--- src/rtl/core/arf_pkg.sv ---
// Shared types and constants for the Aitken relaxation factor block.
`default_nettype none
package arf_pkg;

  localparam int unsigned FRAC_BITS  = 16;
  localparam int unsigned FACTOR_W   = FRAC_BITS + 1;
  localparam int unsigned THR_W      = 16;
  localparam int unsigned RES_W      = 32;
  localparam int unsigned ITER_W     = 10;
  localparam int unsigned ACC_W      = 64;
  localparam int unsigned MAX_COMP   = 3;
  localparam int unsigned CFG_IDX_W  = 1;
  localparam int unsigned CFG_DATA_W = FACTOR_W;

  localparam logic [FACTOR_W-1:0] ONE_Q       = FACTOR_W'(1) << FRAC_BITS;
  localparam logic [ITER_W-1:0]   EARLY_LIMIT = ITER_W'(3);

  localparam logic [CFG_IDX_W-1:0] REG_INIT_RELAX = 1'b0;
  localparam logic [CFG_IDX_W-1:0] REG_SMALL_THR  = 1'b1;

  localparam logic [FACTOR_W-1:0] INIT_RELAX_RST = FACTOR_W'(32768);
  localparam logic [THR_W-1:0]    SMALL_THR_RST  = THR_W'(1);

  typedef struct packed {
    logic load;
    logic clear;
  } acc_ctrl_t;

  typedef struct packed {
    logic                done;
    logic                over;
    logic [FACTOR_W-1:0] quot;
  } div_res_t;

endpackage
`default_nettype wire

--- src/rtl/core/arf_merge.sv ---
// Merge stage: saturating accumulation of lane products, one lane per cycle.
`default_nettype none
module arf_merge
  import arf_pkg::*;
#(
  parameter int unsigned COMPONENTS = 3
) (
  input  wire logic                    clk,
  input  wire logic                    rst,
  input  wire acc_ctrl_t               ctrl,
  input  wire logic signed [ACC_W-1:0] num_prod [COMPONENTS],
  input  wire logic        [ACC_W-1:0] den_prod [COMPONENTS],
  output logic signed [ACC_W-1:0]      num_acc,
  output logic        [ACC_W-1:0]      den_acc,
  output logic                         done
);

  localparam int unsigned CNT_W = $clog2(COMPONENTS + 1);

  localparam logic signed [ACC_W:0] S_MAX = (ACC_W+1)'({1'b0, {(ACC_W-1){1'b1}}});
  localparam logic signed [ACC_W:0] S_MIN = -S_MAX - (ACC_W+1)'(1);

  logic signed [ACC_W-1:0] num_q [COMPONENTS];
  logic        [ACC_W-1:0] den_q [COMPONENTS];
  logic        [CNT_W-1:0] cnt;
  logic signed [ACC_W:0]   num_sum;
  logic        [ACC_W:0]   den_sum;
  logic signed [ACC_W-1:0] num_next;
  logic        [ACC_W-1:0] den_next;

  always_comb begin
    num_sum = {num_acc[ACC_W-1], num_acc} + {num_q[0][ACC_W-1], num_q[0]};
    den_sum = {1'b0, den_acc} + {1'b0, den_q[0]};
    if (num_sum > S_MAX) begin
      num_next = ACC_W'(S_MAX);
    end else if (num_sum < S_MIN) begin
      num_next = ACC_W'(S_MIN);
    end else begin
      num_next = ACC_W'(num_sum);
    end
    den_next = den_sum[ACC_W] ? '1 : den_sum[ACC_W-1:0];
  end

  always_ff @(posedge clk) begin
    if (rst) begin
      cnt     <= '0;
      done    <= 1'b0;
      num_acc <= '0;
      den_acc <= '0;
    end else begin
      done <= 1'b0;
      if (ctrl.clear) begin
        num_acc <= '0;
        den_acc <= '0;
      end else if (ctrl.load) begin
        cnt <= CNT_W'(COMPONENTS);
      end else if (cnt != '0) begin
        num_acc <= num_next;
        den_acc <= den_next;
        cnt     <= cnt - CNT_W'(1);
        done    <= (cnt == CNT_W'(1));
      end
    end
  end

  always_ff @(posedge clk) begin
    if (ctrl.load) begin
      for (int i = 0; i < COMPONENTS; i++) begin
        num_q[i] <= num_prod[i];
        den_q[i] <= den_prod[i];
      end
    end else begin
      for (int i = 0; i < COMPONENTS - 1; i++) begin
        num_q[i] <= num_q[i+1];
        den_q[i] <= den_q[i+1];
      end
    end
  end

endmodule
`default_nettype wire

--- config.mk ---
export PLATFORM = sky130hd
export DESIGN_NAME = arf_merge
export DESIGN_NICKNAME = d
export VERILOG_FILES = /design/src/rtl/core/arf_pkg.sv /design/src/rtl/core/arf_merge.sv
export SDC_FILE = /design/constraint.sdc
export NUM_CORES = 1
export LEC_CHECK = 0
export BUFFER_PORTS_ARGS = -buffer_cell sky130_fd_sc_hd__buf_2
export CAP_MARGIN = 20
export CELL_PAD_IN_SITES_DETAIL_PLACEMENT = 0
export CELL_PAD_IN_SITES_GLOBAL_PLACEMENT = 1
export CORE_MARGIN = 1.5
export CORE_UTILIZATION = 44
export DETAILED_ROUTE_END_ITERATION = 6
export GPL_ROUTABILITY_DRIVEN = 0
export PLACE_DENSITY_LB_ADDON = 0.1
export SYNTH_ARGS = -nofsm -noshare
export SYNTH_HDL_FRONTEND = slang
export SYNTH_SLANG_ARGS = --single-unit
--- constraint.sdc ---
create_clock -name clk -period 5.5 [get_ports clk]
set_input_delay 1.1 -clock clk [delete_from_list [all_inputs] [get_ports clk]]
set_output_delay 1.1 -clock clk [all_outputs]
set_load 0.02 [all_outputs]
==> metrics.yaml <==
route:
  final_antenna_net_count: 0
  wl_per_cell_um: 19.5
  routed_via_density: 5.47
  drcViolationCount: 0
  dr_total_vias: 19400
  drt_pass1_iterations: 7
  wl_um: 69200
  drt_iter0_drc: 1147
grt:
  antenna_found_initial: 10
  grt_remaining_overflow: 0
  grt_max_degree: 185
  grt_pass1_wl_um: 107000
  track_usage_pct: 23.8
  first_global_vias: 19200
sta:
  worst_pin_slew_ns: 1.02
  timing.setup.tns_ns: 0
  period_share_pct: 82.8
  period_minus_slack_ns: 4.56
  drv_slew: 0
  fmax_ghz: 0.220
  fin_hold_ws_ns: 0.454
  rsz0062_at_grt: "no"
  hold_viol_final: 0
  slew_headroom_pct: 31.8
  finClkSkew_ns: 0.0224
  setup_viol: 0
final_layout:
  fillers: 4857
  layout_common_cells: "buf_2, dfxtp_1, a21oi_1, o21ai_0, mux2_2"
  area_delta_synth_final_pct: 20.8
  multi_input_area_um2: 12000
  fin_nets: 3325
  regArea_um2: 11600
  layout_commonest_cell: "buf_2"
  drive_above_1_share_pct: 31.9
hold_path:
  hold_path.class: "reg -> reg"
  worstHoldStart: "num_q[0][106]"
setup_path:
  critPathLaunchType: "flop"
  worstSetupPathType: "reg -> reg"
  critPathMaxFanout: 35
  cp.arrival_ns: 5.02
  startpoint: "den_acc[0]"
  reg2reg_from: "den_acc[0]"
  cp-end-kind: "flop"
  cp.required_ns: 5.97
clock_tree:
  clkSinkCount: 515
  post_cts_buffers: 0
  cts_buffers: 55
  path_clk_slew_ns: 0.06
  cts_tree: "yes"
  ctsHoldBuffers: 0
  cts_resized: 0
  h-tree-depth: 2
  clkLatencyLatePin_ns: 0.61
  clockBufferDepth: 3
  clockRootBuffer: "clkbuf_16"
power_and_ir_drop:
  p_per_area_nw_per_um2: 338
  p_total_mw: 9.92
  p_leak_nw: 12.9
  vdd_ir_drop_max_mv: 0.264
synthesis:
  syn_inst: 2353
  synth_edf_count: 128
  ys_ff_latch: 515
  seq_area_frac_synth_pct: 47.8
  yosys_warnings: 0
  post_synth_instance_area_um2: 24300
  synth_flop_cell: "dfxtp_1"
  synthArstFlopShare_pct: 0
  syn_area_per_cell_um2: 10.3
  synth_nets: 2873
  synth_cell_types: 71
floorplan:
  io_pins: 517
  core_area_um2: 54100
  die_area_um2: 56600
  die_w_um: 238
  row_count: 85
  start_util_pct: 44.8
  die_h_um: 238
placement:
  io_buffers: 516
  dp_hpwl_um: 51300
outcome:
  status: "finished clean"
job:
  drv_cap: 0
==> metal layers <==
metal / track usage (%) / vias up / wire length (µm)
li1: - / 9596 / -
met4: 8.22 / 6 / 2150
met5: 0 / - / 34
met3: 5.82 / 122 / 5010
met2: 38.0 / 555 / 31300
met1: 31.6 / 9148 / 30800
==> path summary, 6_finish.rpt <==
| path | endpoint | slack [ns] | depth (start not counted) |
|---|---|---|---|
| max | den_acc[16] | 0.94 | 14 |
| min reg2reg | num_q[0][42] | 0.45 | 1 |
| min | num_q[0][42] | 0.45 | 1 |
| max reg2reg | den_acc[16] | 0.94 | 14 |
==> critical path, stage by stage (launching register included) <==
cell and delay (ns):
dfxtp_1 0.32, ha_1 0.22, inv_1 0.08, fa_1 0.20, nor2b_1 0.07, o2111ai_1 0.30, a21oi_1 0.14, nor2_1 0.16
o21ai_0 0.21, a31oi_1 0.57, o31ai_1 0.27, a31oi_1 0.52, o21a_2 0.66, buf_4 0.51, a21oi_1 0.12
==> through the flow <==
| stage | cell area, µm² | cells | setup slack [ns] | utilization (%) |
|---|---|---|---|---|
| after floorplan | 24300 | 2353 | 1.86 | - |
| after global placement | 27400 | 3443 | 1.15 | 50.5 |
| after detailed placement | 27400 | 3443 | 1.01 | 50.5 |
| after CTS | 29300 | 3547 | 0.951 | 54.1 |
| after global routing | 29300 | 3549 | 0.610 | 54.2 |
| final | 29300 | 3554 | 0.945 | 54.2 |
==> cell usage after synthesis, drive strengths merged, types with 16 or more instances <==
cell / count / area, µm²
buf: 22 / 98.8
nor3: 17 / 90.1
dfxtp: 387 / 7750
nor2: 70 / 263
a211oi: 18 / 135
nand4: 36 / 225
ha: 130 / 1630
a21oi: 330 / 1660
o21ai: 276 / 1380
edfxtp: 128 / 3840
nand3: 22 / 115
a31oi: 16 / 100
xor2: 48 / 420
a21o: 70 / 526
mux2: 256 / 2880
inv: 47 / 176
clkbuf: 114 / 428
o21bai: 25 / 188
xnor2: 68 / 596
nand2: 96 / 360
==> cells by family (layout without fill, tap and decap cells) <==
group / count (synthesis) / count (layout) / synth area share (%)
AND/OR/NAND/NOR: 317 / 317 / 6.44
flip-flops: 515 / 515 / 47.8
other: 0 / 6 / 0
multiplexers: 258 / 258 / 12.0
adder cells (fa/ha/maj): 135 / 135 / 7.01
buffers and inverters: 183 / 682 / 2.90
XOR/XNOR: 116 / 116 / 4.19
AO/OA/AOI/OAI: 829 / 829 / 19.7
==> layout make-up <==
class / instances / share of cell area (%)
antenna: 6 / 0.0512
multi-input combinational: 1655 / 40.9
clock buffer: 81 / 5.72
inverter: 47 / 0.602
sequential: 515 / 39.5
tap: 696 / 2.97
clock inverter: 23 / 0.832
timing repair buffer: 531 / 9.38
==> where the power goes <==
part | total [mW] | leakage, nW | internal, mW | switching [mW]
combinational | 1.74 | 7.48 | 0.711 | 1.03
clock | 3.87 | 0.951 | 2.30 | 1.56
sequential | 4.31 | 4.48 | 4.19 | 0.120
==> state kept, by name, indices dropped and copies added (netlist names) <==
signal	cells
den_acc	64
den_q	192
num_acc	64
done	1
cnt	2
num_q	192
Power figures use the tool's default switching activity.
