## config.mk

```make
export PLATFORM = sky130hd
export DESIGN_NAME = arf_div
export DESIGN_NICKNAME = d
export VERILOG_FILES = /design/src/rtl/core/arf_pkg.sv /design/src/rtl/core/arf_div.sv
export SDC_FILE = /design/constraint.sdc
export NUM_CORES = 1
export LEC_CHECK = 0
export BUFFER_PORTS_ARGS = -buffer_cell sky130_fd_sc_hd__buf_2
export CORE_MARGIN = 3
export CORE_UTILIZATION = 56
export CTS_BUF_LIST = sky130_fd_sc_hd__clkbuf_16
export DETAILED_ROUTE_END_ITERATION = 10
export GPL_ROUTABILITY_DRIVEN = 0
export HOLD_SLACK_MARGIN = 0.12
export PLACE_DENSITY = 0.78
export SYNTH_ARGS = -nofsm -noshare
export SYNTH_HDL_FRONTEND = slang
export SYNTH_SLANG_ARGS = --single-unit
```

## constraint.sdc

```tcl
create_clock -name clk -period 6.2 [get_ports clk]
set_input_delay 0 -clock clk [delete_from_list [all_inputs] [get_ports clk]]
set_output_delay 0 -clock clk [all_outputs]
set_load 0.005 [all_outputs]
```

## src/rtl/core/arf_pkg.sv

```systemverilog
// Shared types and constants for the Aitken relaxation factor block.
`default_nettype none
package arf_pkg;

  localparam int unsigned FRAC_BITS  = 16;
  localparam int unsigned FACTOR_W   = FRAC_BITS + 1;
  localparam int unsigned THR_W      = 16;
  localparam int unsigned RES_W      = 32;
  localparam int unsigned ITER_W     = 10;
  localparam int unsigned ACC_W      = 64;
  localparam int unsigned MAX_COMP   = 3;
  localparam int unsigned CFG_IDX_W  = 1;
  localparam int unsigned CFG_DATA_W = FACTOR_W;

  localparam logic [FACTOR_W-1:0] ONE_Q       = FACTOR_W'(1) << FRAC_BITS;
  localparam logic [ITER_W-1:0]   EARLY_LIMIT = ITER_W'(3);

  localparam logic [CFG_IDX_W-1:0] REG_INIT_RELAX = 1'b0;
  localparam logic [CFG_IDX_W-1:0] REG_SMALL_THR  = 1'b1;

  localparam logic [FACTOR_W-1:0] INIT_RELAX_RST = FACTOR_W'(32768);
  localparam logic [THR_W-1:0]    SMALL_THR_RST  = THR_W'(1);

  typedef struct packed {
    logic load;
    logic clear;
  } acc_ctrl_t;

  typedef struct packed {
    logic                done;
    logic                over;
    logic [FACTOR_W-1:0] quot;
  } div_res_t;

endpackage
`default_nettype wire

```

## src/rtl/core/arf_div.sv

```systemverilog
// Serial unit: floor(factor * |num| / divisor), shift-add product then restoring division.
`default_nettype none
module arf_div
  import arf_pkg::*;
(
  input  wire logic                clk,
  input  wire logic                rst,
  input  wire logic                start,
  input  wire logic [FACTOR_W-1:0] factor,
  input  wire logic [ACC_W-1:0]    num_mag,
  input  wire logic [ACC_W-1:0]    den,
  output div_res_t                 res
);

  localparam int unsigned PROD_W = FACTOR_W + ACC_W;
  localparam int unsigned CNT_W  = $clog2(PROD_W + 1);
  localparam int unsigned Q_W    = FACTOR_W + 1;

  typedef enum logic [1:0] {
    D_IDLE,
    D_MUL,
    D_DIV
  } div_state_t;

  div_state_t           state;
  logic [CNT_W-1:0]     cnt;
  logic [FACTOR_W-1:0]  f_sh;
  logic [ACC_W-1:0]     n_r;
  logic [ACC_W-1:0]     dv_r;
  logic [PROD_W-1:0]    prod;
  logic [ACC_W-1:0]     rem;
  logic [Q_W-1:0]       quot;
  logic                 ovf;

  logic [ACC_W:0]       rem_sh;
  logic                 q_bit;
  logic [ACC_W-1:0]     rem_next;
  logic [Q_W-1:0]       quot_next;
  logic                 ovf_next;

  always_comb begin
    rem_sh    = {rem, prod[PROD_W-1]};
    q_bit     = (rem_sh >= {1'b0, dv_r});
    rem_next  = q_bit ? ACC_W'(rem_sh - {1'b0, dv_r}) : rem_sh[ACC_W-1:0];
    quot_next = {quot[Q_W-2:0], q_bit};
    ovf_next  = ovf | quot[Q_W-1];
  end

  always_ff @(posedge clk) begin
    if (rst) begin
      state    <= D_IDLE;
      cnt      <= '0;
      res.done <= 1'b0;
    end else begin
      res.done <= 1'b0;
      case (state)
        D_IDLE: begin
          if (start) begin
            f_sh  <= factor;
            n_r   <= num_mag;
            dv_r  <= (den == '1) ? den : den + ACC_W'(1);
            prod  <= '0;
            rem   <= '0;
            quot  <= '0;
            ovf   <= 1'b0;
            cnt   <= CNT_W'(FACTOR_W);
            state <= D_MUL;
          end
        end
        D_MUL: begin
          prod <= {prod[PROD_W-2:0], 1'b0} + (f_sh[FACTOR_W-1] ? PROD_W'(n_r) : '0);
          f_sh <= {f_sh[FACTOR_W-2:0], 1'b0};
          if (cnt == CNT_W'(1)) begin
            cnt   <= CNT_W'(PROD_W);
            state <= D_DIV;
          end else begin
            cnt <= cnt - CNT_W'(1);
          end
        end
        D_DIV: begin
          rem  <= rem_next;
          prod <= {prod[PROD_W-2:0], 1'b0};
          quot <= quot_next;
          ovf  <= ovf_next;
          cnt  <= cnt - CNT_W'(1);
          if (cnt == CNT_W'(1)) begin
            res.done <= 1'b1;
            res.over <= ovf_next || (quot_next > Q_W'(ONE_Q));
            res.quot <= quot_next[FACTOR_W-1:0];
            state    <= D_IDLE;
          end
        end
        default: state <= D_IDLE;
      endcase
    end
  end

endmodule
`default_nettype wire
```

==> impl_metrics.tcl <==
set metrics [dict create \
    max_slew_margin_pct 26.0 \
    final.period_utilization_pct 73.9 \
    drc_errors 0 \
    num_rows 72 \
    worstMarginPinSlew_ns 1.11 \
    skew_ns 0.0259 \
    syn_avg_cell_area_sq_um 9.46 \
    synth_seq_area_share_pct 44.9 \
    crit_required_ns 6.51 \
    coreArea_sq_um 39000 \
    via_per_inst 6.07 \
    fmax_mhz 218 \
    critical_path.startpoint_type "input pin" \
    seq_area_sq_um 10000 \
    die_h_um 206 \
    finalHoldViolCount 0 \
    cts_tree "built" \
    rsz0062_at_grt "false" \
    status "finished clean" \
    h-tree-depth 2 \
    clock_sinks 337 \
    critPathTopFamily "simple AND/OR/NAND/NOR gates" \
    p_total_mw 6.39 \
    critPathMaxStageDelay_ns 0.60 \
    cts_buffer_depth 3 \
    period_needed_ns 4.58 \
    critical_path_class "input pin to flip-flop" \
    drt-pass1-iter-count 5 \
    cap_violations 0 \
    antenna_found_initial 0 \
    worstPathCellList "dlygate4sd3_1 -> buf_2 -> and4_1 -> and4_1 -> and2_1 -> nand4_1 -> nor3b_2 -> buf_4 -> nand3_1 -> or3_1 -> or2_1 -> nor2_1 -> xor2_1 -> dlygate4sd3_1" \
    grt_pass1_vias 18642 \
    grt_overflow 0 \
    synth_edf_count 327 \
    worstPathArrival_ns 4.89 \
    cts_setup_buffers 0 \
    clk_latency_ns 0.57 \
    io_buffers 166 \
    io_pins 167 \
    synth_cell_type_count 75 \
    powerDensity_nw_per_um2 239 \
    hp-class "input pin to flip-flop" \
    cts_buffers 38 \
    synth_nets 2644 \
    path_max_fanout 11 \
    async_reset_ff_share_pct 0 \
    vias 19492 \
    yosys-top-cells-count "edfxtp_1 (327), nand2_1 (303), a21oi_1 (210), nor2_1 (140), o21ai_0 (138)" \
    antenna_cells 0 \
    grt_max_degree 83 \
    yosysMostFrequentCell "edfxtp_1" \
    wl_per_cell_um 18.4 \
    fillerInstances 2863 \
    syn2layout_area_growth_pct 19.6 \
    peakVddDrop_v 0.000237 \
    finalMaxSlewViolations 0 \
    endpoint_kind "flip-flop" \
    critPathSlowestCell "dlygate4sd3_1" \
    grt_pass1_wl_um 94500 \
    postSynthCellCount 2361 \
    synth_top_area_share_pct 44.0 \
    fin_tns_setup_ns 0 \
    ant_nets 0 \
    yosys_warnings 0 \
    static-leakage-power_nw 10.6 \
    multi_input_area_sq_um 11500 \
    setup_viol 0 \
    die-area_sq_um 42300 \
    dp_hpwl_um 38700 \
    drive_gt1_share_pct 10.4 \
    clock-root-buffer "clkbuf_16" \
    die_x_um 206 \
    synth_area_leaders "edfxtp_1 (44%), ha_1 (7.5%), nand2_1 (5.1%)" \
    grt_use_total_pct 27.3 \
    syn_area_sq_um 22300 \
    drt_iter0_markers 1900 \
    worst-path-buf-inv 4 \
    start_util_pct 57.3 \
    synth_ff_type "edfxtp_1" \
    clkSlewWorstSetupHoldPaths_ns 0.07 \
    synth_seq_cells 337 \
    synth_area_leader_cell "edfxtp_1" \
    routed_wl_um 59000 \
    nets 2948 \
]
-- layer usage --
layer,up-vias,global-route usage [%],wire [um]
met1,9186,37.4,25100
met3,131,5.41,5070
li1,9255,-,-
met2,920,44.1,27100
met4,0,8.42,1640
met5,-,0,0
-- timing repair --
item / CTS / global route
gates resized for setup: 0 / 0
endpoints found under the hold margin: 155 / 0
hold buffers: 195 / 0
-- registers in the layout, indices dropped and copies added (netlist names) --
| register | count |
|---|---|
| prod | 81 |
| dv_r | 64 |
| n_r | 64 |
| rem | 64 |
| res | 19 |
| quot | 18 |
| f_sh | 17 |
| cnt | 7 |
| state | 2 |
| ovf | 1 |
-- stage by stage --
stage                     cell area, sq um  setup slack (ns)  util, %  cells  hold slack, ns
final                                26700              1.62     68.5   3212           0.150
after global placement               23500              1.80     60.3   2948           0.176
after floorplan                      22300             0.716        -   2361          0.0728
after CTS                            26700              1.66     68.5   3212           0.123
after detailed placement             23500              1.67     60.3   2948           0.178
after global routing                 26700              1.25     68.5   3212           0.140
-- final timing paths --
kind	startpoint	endpoint	slack (ns)	cells past startpoint
max	den[8]	dv_r[55]$_DFFE_PP_	1.62	14
min	num_mag[45]	n_r[45]$_DFFE_PP_	0.15	2
min reg2reg	quot[2]$_SDFFCE_PN0P_	res[3]$_DFFE_PP_	0.47	0
max reg2reg	f_sh[16]$_DFFE_PP_	prod[60]$_DFFE_PP_	1.62	13
-- worst reg2reg max path, cell delays in order (launching register included) --
cell and delay, ns:
edfxtp_1 0.38, buf_4 0.30, and2_1 0.23, ha_1 0.34, o21ai_1 0.09, nor2_1 0.22
o21ai_1 0.18, o21ai_0 0.40, a31oi_1 0.28, o21ai_0 0.68, a31oi_1 0.21, o31ai_1 0.52
a41oi_1 0.19, o311ai_0 0.36
-- area by class of cell --
| class | instances | area share [%] |
|---|---|---|
| multi-input cells | 1793 | 42.9 |
| flip-flops and latches | 337 | 37.5 |
| repair buffers | 378 | 10.9 |
| clock buffers | 41 | 3.84 |
| well taps | 518 | 2.43 |
| inverters | 117 | 1.64 |
| clock inverters | 28 | 0.759 |
-- logic make-up after synthesis --
logic type | Yosys count | share of synthesized area [%]
compound gates | 638 | 17.9
mux | 20 | 0.992
flops | 337 | 44.9
simple gates | 835 | 18.2
buf+inv | 231 | 3.97
xor+xnor | 165 | 6.47
fa+ha+maj | 135 | 7.63
-- cells in the final DEF (no fill, tap or decap), types with 7 or more instances in the layout --
cell	netlist	layout
buf_4	0	17
a21oi_1	210	209
o21ai_0	138	138
nor2b_1	12	12
a21o_1	78	78
and3_1	22	22
dlygate4sd3_1	0	195
or4_1	15	15
o21ai_1	9	8
xor2_1	63	63
or3_1	19	19
clkbuf_16	0	41
buf_2	15	166
nor3_1	40	39
ha_1	133	133
a211oi_1	28	28
nand2_1	303	302
nand2b_1	14	14
o31ai_1	9	9
clkinv_1	0	7
xnor2_1	102	102
nor2_1	140	138
edfxtp_1	327	327
nor4_1	13	13
and4_1	12	12
dfxtp_1	10	10
a31oi_1	18	18
o211ai_1	25	25
inv_1	116	122
nand4_1	64	64
o21bai_1	24	24
and2_1	93	93
o21a_1	17	17
mux2_2	17	17
nand3_1	65	65
-- power by group --
| group | internal (mW) | switching [mW] | total [mW] | leakage (nW) |
|---|---|---|---|---|
| sequential | 2.67 | 0.0682 | 2.74 | 3.17 |
| combinational | 0.563 | 0.836 | 1.40 | 6.78 |
| clock | 1.28 | 0.966 | 2.25 | 0.619 |
Note: power is estimated with default switching activity, not from simulation.
